$ cat src/rtl/core/assert_macros.svh
// assertion helpers for the core datapath
`ifndef ASSERT_MACROS_SVH
`define ASSERT_MACROS_SVH

// property must hold at every rising edge outside reset
`define ASSERT_AT(label, clk, rst, prop, msg) \
   label: assert property (@(posedge clk) disable iff (rst) (prop)) else $error(msg);

// expression must never be true outside reset
`define ASSERT_NEVER(label, clk, rst, expr, msg) \
   label: assert property (@(posedge clk) disable iff (rst) !(expr)) else $error(msg);

`endif

$ cat src/rtl/core/fbse_pkg.sv
package fbse_pkg;

   localparam int DEF_FRAME_WIDTH  = 128;
   localparam int DEF_FRAME_HEIGHT = 128;
   localparam int DEF_PIXEL_BITS   = 32;

   typedef enum logic [1:0] {
      OP_WRITE  = 2'd0,
      OP_READ   = 2'd1,
      OP_SCROLL = 2'd2,
      OP_NOP    = 2'd3
   } op_type;

   typedef enum logic [1:0] {
      DIR_LEFT  = 2'd0,
      DIR_RIGHT = 2'd1,
      DIR_UP    = 2'd2,
      DIR_DOWN  = 2'd3
   } dir_type;

   typedef enum logic [1:0] {
      ST_IDLE,
      ST_COPY,
      ST_DONE
   } state_type;

   typedef struct packed {
      op_type      operation;
      dir_type     direction;
      logic [7:0]  shift_amount;
      logic [6:0]  pixel_x;
      logic [6:0]  pixel_y;
      logic [31:0] pixel_value;
   } req_type;

   typedef struct packed {
      logic [31:0] read_value;
      logic [7:0]  stale_x_start;
      logic [7:0]  stale_y_start;
      logic [7:0]  stale_x_end;
      logic [7:0]  stale_y_end;
   } rsp_type;

   typedef struct packed {
      logic accept;
      logic copy;
      logic load;
   } cmd_type;

   typedef struct packed {
      logic scroll_op;
      logic scroll_empty;
      logic last_step;
      logic rsp_free;
   } status_type;

endpackage

$ cat src/rtl/core/fbse_ctrl.sv
module fbse_ctrl (
   input  logic                   clock,
   input  logic                   reset,
   input  logic                   req_valid,
   output logic                   req_stall,
   input  fbse_pkg::status_type   status,
   output fbse_pkg::cmd_type      cmd
);

   fbse_pkg::state_type state_ff, state_in;

   always_ff @(posedge clock) begin
      if (reset) begin
         state_ff <= fbse_pkg::ST_IDLE;
      end else begin
         state_ff <= state_in;
      end
   end

   always_comb begin
      state_in   = state_ff;
      cmd        = '0;
      req_stall  = 1'b1;
      unique case (state_ff)
         fbse_pkg::ST_IDLE: begin
            req_stall  = !status.rsp_free;
            cmd.accept = req_valid && status.rsp_free;
            if (cmd.accept) begin
               if (status.scroll_op && !status.scroll_empty) begin
                  state_in = fbse_pkg::ST_COPY;
               end else begin
                  state_in = fbse_pkg::ST_DONE;
               end
            end
         end
         fbse_pkg::ST_COPY: begin
            cmd.copy = 1'b1;
            if (status.last_step) begin
               state_in = fbse_pkg::ST_DONE;
            end
         end
         fbse_pkg::ST_DONE: begin
            cmd.load = 1'b1;
            state_in = fbse_pkg::ST_IDLE;
         end
         default: begin
            state_in = fbse_pkg::ST_IDLE;
         end
      endcase
   end

endmodule

$ cat config.mk
export PLATFORM = sky130hd
export DESIGN_NAME = fbse_ctrl
export DESIGN_NICKNAME = d
export VERILOG_FILES = /design/src/rtl/core/assert_macros.svh /design/src/rtl/core/fbse_pkg.sv /design/src/rtl/core/fbse_ctrl.sv
export SDC_FILE = /design/constraint.sdc
export NUM_CORES = 1
export LEC_CHECK = 0
export BUFFER_PORTS_ARGS = -buffer_cell sky130_fd_sc_hd__buf_2
export CORE_AREA = 2 2 39 41
export CTS_BUF_LIST = sky130_fd_sc_hd__clkbuf_4
export DETAILED_ROUTE_END_ITERATION = 8
export DIE_AREA = 0 0 41 43
export HOLD_SLACK_MARGIN = 0.02
export MAX_ROUTING_LAYER = met4
export PLACE_DENSITY = 0.3
export SYNTH_ARGS = -nofsm -noshare
export SYNTH_HDL_FRONTEND = slang
export SYNTH_SLANG_ARGS = --single-unit
$ cat constraint.sdc
create_clock -name clock -period 1 [get_ports clock]
set_clock_uncertainty 0.05 [all_clocks]
set_input_delay 0.1 -clock clock [delete_from_list [all_inputs] [get_ports clock]]
set_output_delay 0.1 -clock clock [all_outputs]
set_load 0.1 [all_outputs]
# Word level (Yosys, flattened, before mapping)
# Index checks and enable logic that the tools add are counted.
[classes] eq_ne=4 n_mux=8 n_reduce_logical=6
[op_table] cell="$mux W2" n=3
[op_table] cell="$mux W1" n=4
[op_table] cell="$ne A2 B2 Y1 const B" n=2
[op_table] cell="$pmux W2 S2" n=1
[op_table] cell="$eq A2 B1 Y1 const B" n=1
[op_table] cell="$eq A2 B2 Y1 const B" n=1
[op_table] cell="$logic_and A1 B1 Y1" n=2
[op_table] cell="$logic_not A1 Y1" n=2
[op_table] cell="$logic_not A2 Y1" n=1
[op_table] cell="$reduce_and A2 Y1" n=1
[word_totals] regBits=2 inputBits=7 output_inout_bits=4 elab_cells=19

# Longest topological paths before layout
# Gate-level depths: netlist of run 1.
[depth] ltp_word=5 ltp_mapped=2 mapped_depth_nobuf=2

# Worst setup path before layout of run 1
# No wires, ideal clock.
[synth_timing] kind="reg2out" startpoint="register state_ff[1]" endpoint="output port cmd[2] (netlist name)" arrival_ps=1226 t_required_ps=850 slack_ps=-376 path_stages_with_launch=3 path_buffers=0 cell_sequence="dfxtp_1 > nor2_1 > and3_1"
[synth_lines] item="start, declared" line="fbse_ctrl.sv:10" rtl="fbse_pkg::state_type state_ff, state_in;"
[synth_lines] item="start signal, assigned" line="fbse_ctrl.sv:14" rtl="state_ff <= fbse_pkg::ST_IDLE;"
[synth_lines] item="start signal, assigned" line="fbse_ctrl.sv:16" rtl="state_ff <= state_in;"
[synth_lines] item="end, declared" line="fbse_ctrl.sv:7" rtl="output fbse_pkg::cmd_type cmd"

==> results of run 1 <==
-- synth_stat cells --
cell	number	area share [%]
and2b_1	2	12
dfxtp_1	2	31
nand4bb_1	2	17
and3_1	1	4.9
nand2_1	1	2.9
nor2_1	1	2.9
nor2b_1	1	4.9
o21ai_0	1	3.9
o31ai_1	1	5.8
or3b_1	1	6.8
or4b_1	1	7.8
-- logic make-up after synthesis --
logic type      synth area share (%)
compound gates                  9.71
flops                           31.1
simple gates                    59.2
-- path summary, 6_finish.rpt --
| path | endpoint | slack [ns] | cells after the start |
|---|---|---|---|
| worst max-delay path | cmd[2] | -0.18 | 3 |
| worst min-delay path | state_ff[0] | 0.09 | 3 |
| worst max register to register | state_ff[0] | -0.11 | 3 |
| worst min register to register | state_ff[0] | 0.50 | 2 |
-- worst register-to-register path, stage by stage (launching register included) --
cell	delay [ns]
dfxtp_4	0.35
buf_4	0.13
or4b_1	0.43
o21ai_1	0.08
-- where the power goes --
group          switching (mW)  internal, mW  leakage (nW)
sequential            0.00398        0.0800        0.0178
combinational          0.0864        0.0626         0.112
clock                  0.0434         0.132        0.0138
total                   0.134         0.275         0.143
-- cell type report --
cell class                 count  share of cell area [%]
tap                           16                    5.97
timing repair buffer          13                    39.6
clock buffer                   3                    6.72
sequential                     2                    14.2
multi-input combinational     12                    33.6
-- routing by layer --
| layer | vias to the layer above | part of all wire [%] |
|---|---|---|
| met3 | 0 | 14 |
| met1 | 80 | 39 |
| met5 | - | 0 |
| met2 | 11 | 47 |
| met4 | 0 | 0 |
| li1 | 86 | - |
-- repair_timing --
action / CTS / global route
endpoints found under the setup margin: 5 / 6
pin swaps: 2 / 0
gates resized for setup: 8 / 1
buffers inserted: 2 / 0
-- placed cells by master, fill, tap and decap left out --
master     instances
buf_2              6
buf_12             4
clkbuf_4           3
buf_4              3
nand4bb_1          2
dfxtp_4            2
and2b_2            1
and2b_4            1
nor2_4             1
and3_4             1
nand2_2            1
or3b_1             1
or4b_1             1
o21ai_1            1
nor2b_1            1
o31ai_2            1
-- per-stage QoR --
stage	area (um2)	hold slack (ns)
final	335	0.0897
after global routing	335	0.110
after CTS	330	0.0796
after detailed placement	274	0.340
after global placement	274	0.328
after floorplan	136	0.223
==> metrics.cfg, run 1 <==
[critical_path]
critPathMaxStageDelay_ns=0.34
cp_data_required_time_ns=0.85
setup.worst_path.start=state_ff[0]
worst-path-buf-inv=1
reg2reg_from=state_ff[0]
end_kind=primary output
cpLargestDelayFamily=flip-flops
worst_ep_arrival_time_ns=1.03
cp-start-kind=flip-flop
slowest_stage=dfxtp_4
path_max_fanout=4
worstSetupPathType=flip-flop to primary output
path_cells=nor2_4 > and3_4 > buf_12

[yosys]
ys_ff_latch=2
synth_cells=14
synth_cell_types=11
synth_fp_nets=21
synth_area_per_cell_um2=9.21
seq_area_frac_synth_pct=31.1
yosys_warnings=0
syn_area_um2=129

[cells_and_area]
fin_util_pct=24.2
fin_nets=39
fillCellCount=149
largest_reg_flops=2
largest_registers=state_ff x2
multi_input_area_um2=113
finalNonFillerCells=46
post_route_cells_drive_above_1_share_pct=80.0
diodes=0
register_area_um2=47.5
largest_register=state_ff
area_growth_pct=160

[clocking]
tritoncts=yes
cts_root_buf=clkbuf_4
cts_buffers=3
max-clock-path-buffers=2
cts-hold-fix-buffers=0
cts.sinks=2
clk_pin_slew_ns=0.03
clk_latency_ns=0.22
htree_levels=1

[placement]
pre_cts_ws_ns=-0.0549
port-buffer-count=10
dp_hpwl_um=317
placed_cells=41
finalWeightedCongestion=0.541

[routing]
drtIter0Drc=0
avgRoutedWirePerCell_um=9.72
drt_wl_total_um=447
num_vias=177
dr.pass1.iters=1
final_antenna_net_count=0
drc=0
via_per_inst=3.85

[sta]
setup_viol=6
setup_ws_ns=-0.175
relSlewSlack_pct=87.7
max_freq_mhz=851
period_share_pct=118
finalSetupTns_ns=-0.763
hold_viol=0
drv_slew=0
rsz0062_at_grt=true
tightest_slew_ns=0.183
min_period_ns=1.18

[power]
p_per_area_nw_per_um2=1220
leakagePower_nw=0.143
total_power_uw=408
vdd_ir_drop_max_v=0.000273

[min_path]
hold_class=input port to flip-flop
hold_path.startpoint=status[2]

[global_routing]
grt_start_max_net_pins=6
gr-usage-met1_pct=5.43
antenna_found_initial=0
grt.busiest_layer=met4
grt_use_met2_pct=6.56
grt_pass1_wl_um=579
grt_overflow=0
grt.total_usage_pct=6.06
grt_pass1_vias=153
met3_usage_pct=4.71

[floorplan]
die_h_um=43
start_util_pct=9.31
rows=14
die_x_um=41
boundaryPins=11
core_area_um2=1380
die-area_um2=1760

[status]
status=finished with violations
violations=setup timing

[flow_run]
cap_viol_max_count=0

Note: power is estimated with default switching activity, not from simulation.
==> run 2, diff against run 1 <==
--- a/config.mk
+++ b/config.mk
@@ -7,12 +7,13 @@
 export LEC_CHECK = 0
 export BUFFER_PORTS_ARGS = -buffer_cell sky130_fd_sc_hd__buf_2
 export CORE_AREA = 2 2 39 41
-export CTS_BUF_LIST = sky130_fd_sc_hd__clkbuf_4
+export CTS_BUF_LIST = sky130_fd_sc_hd__clkbuf_16
 export DETAILED_ROUTE_END_ITERATION = 8
 export DIE_AREA = 0 0 41 43
 export HOLD_SLACK_MARGIN = 0.02
 export MAX_ROUTING_LAYER = met4
 export PLACE_DENSITY = 0.3
+export REMOVE_ABC_BUFFERS = 1
 export SYNTH_ARGS = -nofsm -noshare
 export SYNTH_HDL_FRONTEND = slang
 export SYNTH_SLANG_ARGS = --single-unit
==> run 2 against run 1 <==
  * Hold slack improved by 0.038 ns
  * Largest power group unchanged
  * Critical endpoint is now cmd[1]
  * Setup slack got worse by 0.047 ns
  * Die area unchanged
  * Power increased by 110%
  * Routed wire length up 14%
  * The flow still finishes with violations (setup timing)
  * Clock power grew to 3.5 times the previous value
==> metrics.cfg, run 2 (synthesis gave the netlist of run 1 again) <==
[floorplan]
rows=14
core_area_um2=1380
die_x_um=41
start_util_pct=9.31
die_h_um=43
boundaryPins=11
die-area_um2=1760

[routing]
dr.pass1.iters=2
num_vias=180
avgRoutedWirePerCell_um=11.0
final_antenna_net_count=0
drtIter0Drc=1
drt_wl_total_um=508
drc=0
via_per_inst=3.91

[placement]
finalWeightedCongestion=0.616
placed_area_um2=267
pre_cts_ws_ns=-0.0437
placed_cells=41
port-buffer-count=10

[critical_path]
slowest_stage=dfxtp_2
path_cells=buf_6 > and2b_1 > buf_12
path_max_fanout=5
cp_data_required_time_ns=0.85
worstSetupPathType=flip-flop to primary output
critPathMaxStageDelay_ns=0.34
worst_ep_arrival_time_ns=1.07
cp-start-kind=flip-flop
worst-path-buf-inv=2
cpLargestDelayFamily=flip-flops
end_kind=primary output

[clocking]
htree_levels=1
tritoncts=yes
clk_pin_slew_ns=0.03
cts.sinks=2
cts_buffers=3
max-clock-path-buffers=2
clk_latency_ns=0.22
cts_root_buf=clkbuf_16

[global_routing]
grt_use_met2_pct=7.81
gr-usage-met1_pct=6.71
met3_usage_pct=4.71
grt_overflow=0
grt_pass1_vias=169
grt_start_max_net_pins=8
grt.busiest_layer=met4
grt.total_usage_pct=7.19
antenna_found_initial=0
grt_pass1_wl_um=703

[sta]
hold_viol=0
setup_ws_ns=-0.222
finalSetupTns_ns=-0.760
finalHoldWorstSlack_ns=0.128
setup_viol=5
drv_slew=0
min_period_ns=1.22
rsz0062_at_grt=true
max_freq_mhz=818
tightest_slew_ns=0.170
relSlewSlack_pct=88.6
period_share_pct=122

[power]
p_per_area_nw_per_um2=2170
leakagePower_nw=0.171
total_power_uw=845
vdd_ir_drop_max_v=0.000582

[cells_and_area]
largest_registers=state_ff x2
fin_util_pct=28.1
largest_register=state_ff
mostFrequentLayoutCells=buf_2, buf_12, clkbuf_16
finalNonFillerCells=46
final_common_cell=buf_2
fillCellCount=148
largest_reg_flops=2
fin_area_um2=389
fin_nets=39
area_growth_pct=202
post_route_cells_drive_above_1_share_pct=73.3
diodes=0

[status]
violations=setup timing
status=finished with violations

[min_path]
hold_class=input port to flip-flop

[flow_run]
cap_viol_max_count=0

-- run 2: cell counts in the layout (fill, tap and decap cells not counted) --
No cell type changed its count.
-- run 2: where the power goes --
group          switching [mW]  leakage, nW  internal, mW
clock network           0.102       0.0370         0.510
registers             0.00494       0.0175        0.0817
logic                  0.0861        0.117        0.0608
-- run 2: what timing repair did --
action / in CTS / in global routing
gates cloned: 0 / 0
pin swaps: 1 / 4
buffers inserted: 0 / 2
hold buffers: 0 / 0
resized for setup: 6 / 5
endpoints found under the hold margin: 0 / 0
setup endpoints to repair: 5 / 5
-- run 2: path summary, 6_finish.rpt --
check         startpoint     endpoint  slack (ns)  cells past startpoint
max          state_ff[1]       cmd[1]       -0.22                      3
min            status[2]  state_ff[0]        0.13                      3
max reg2reg  state_ff[0]  state_ff[0]       -0.09                      3
min reg2reg  state_ff[1]  state_ff[0]        0.56                      2
-- run 2: worst reg2reg max path: cells and delay by family, from the launching register on --
family,cells,cell delay [ns]
flops,1,0.35
simple gates,1,0.34
compound gates,1,0.15
buf+inv,1,0.11
-- run 2: per-layer routing --
metal | vias up | wire length (um)
met4 | 0 | 19
met2 | 14 | 228
met3 | 2 | 72
li1 | 85 | -
met5 | - | 0
met1 | 79 | 188
-- run 2: layout make-up --
class	instances	area (um2)	share of cell area, %
well taps	16	20.0	5.14
flip-flops and latches	2	45.0	11.6
repair buffers	13	140	36.0
clock buffers	3	75.1	19.3
multi-input cells	12	109	28.0
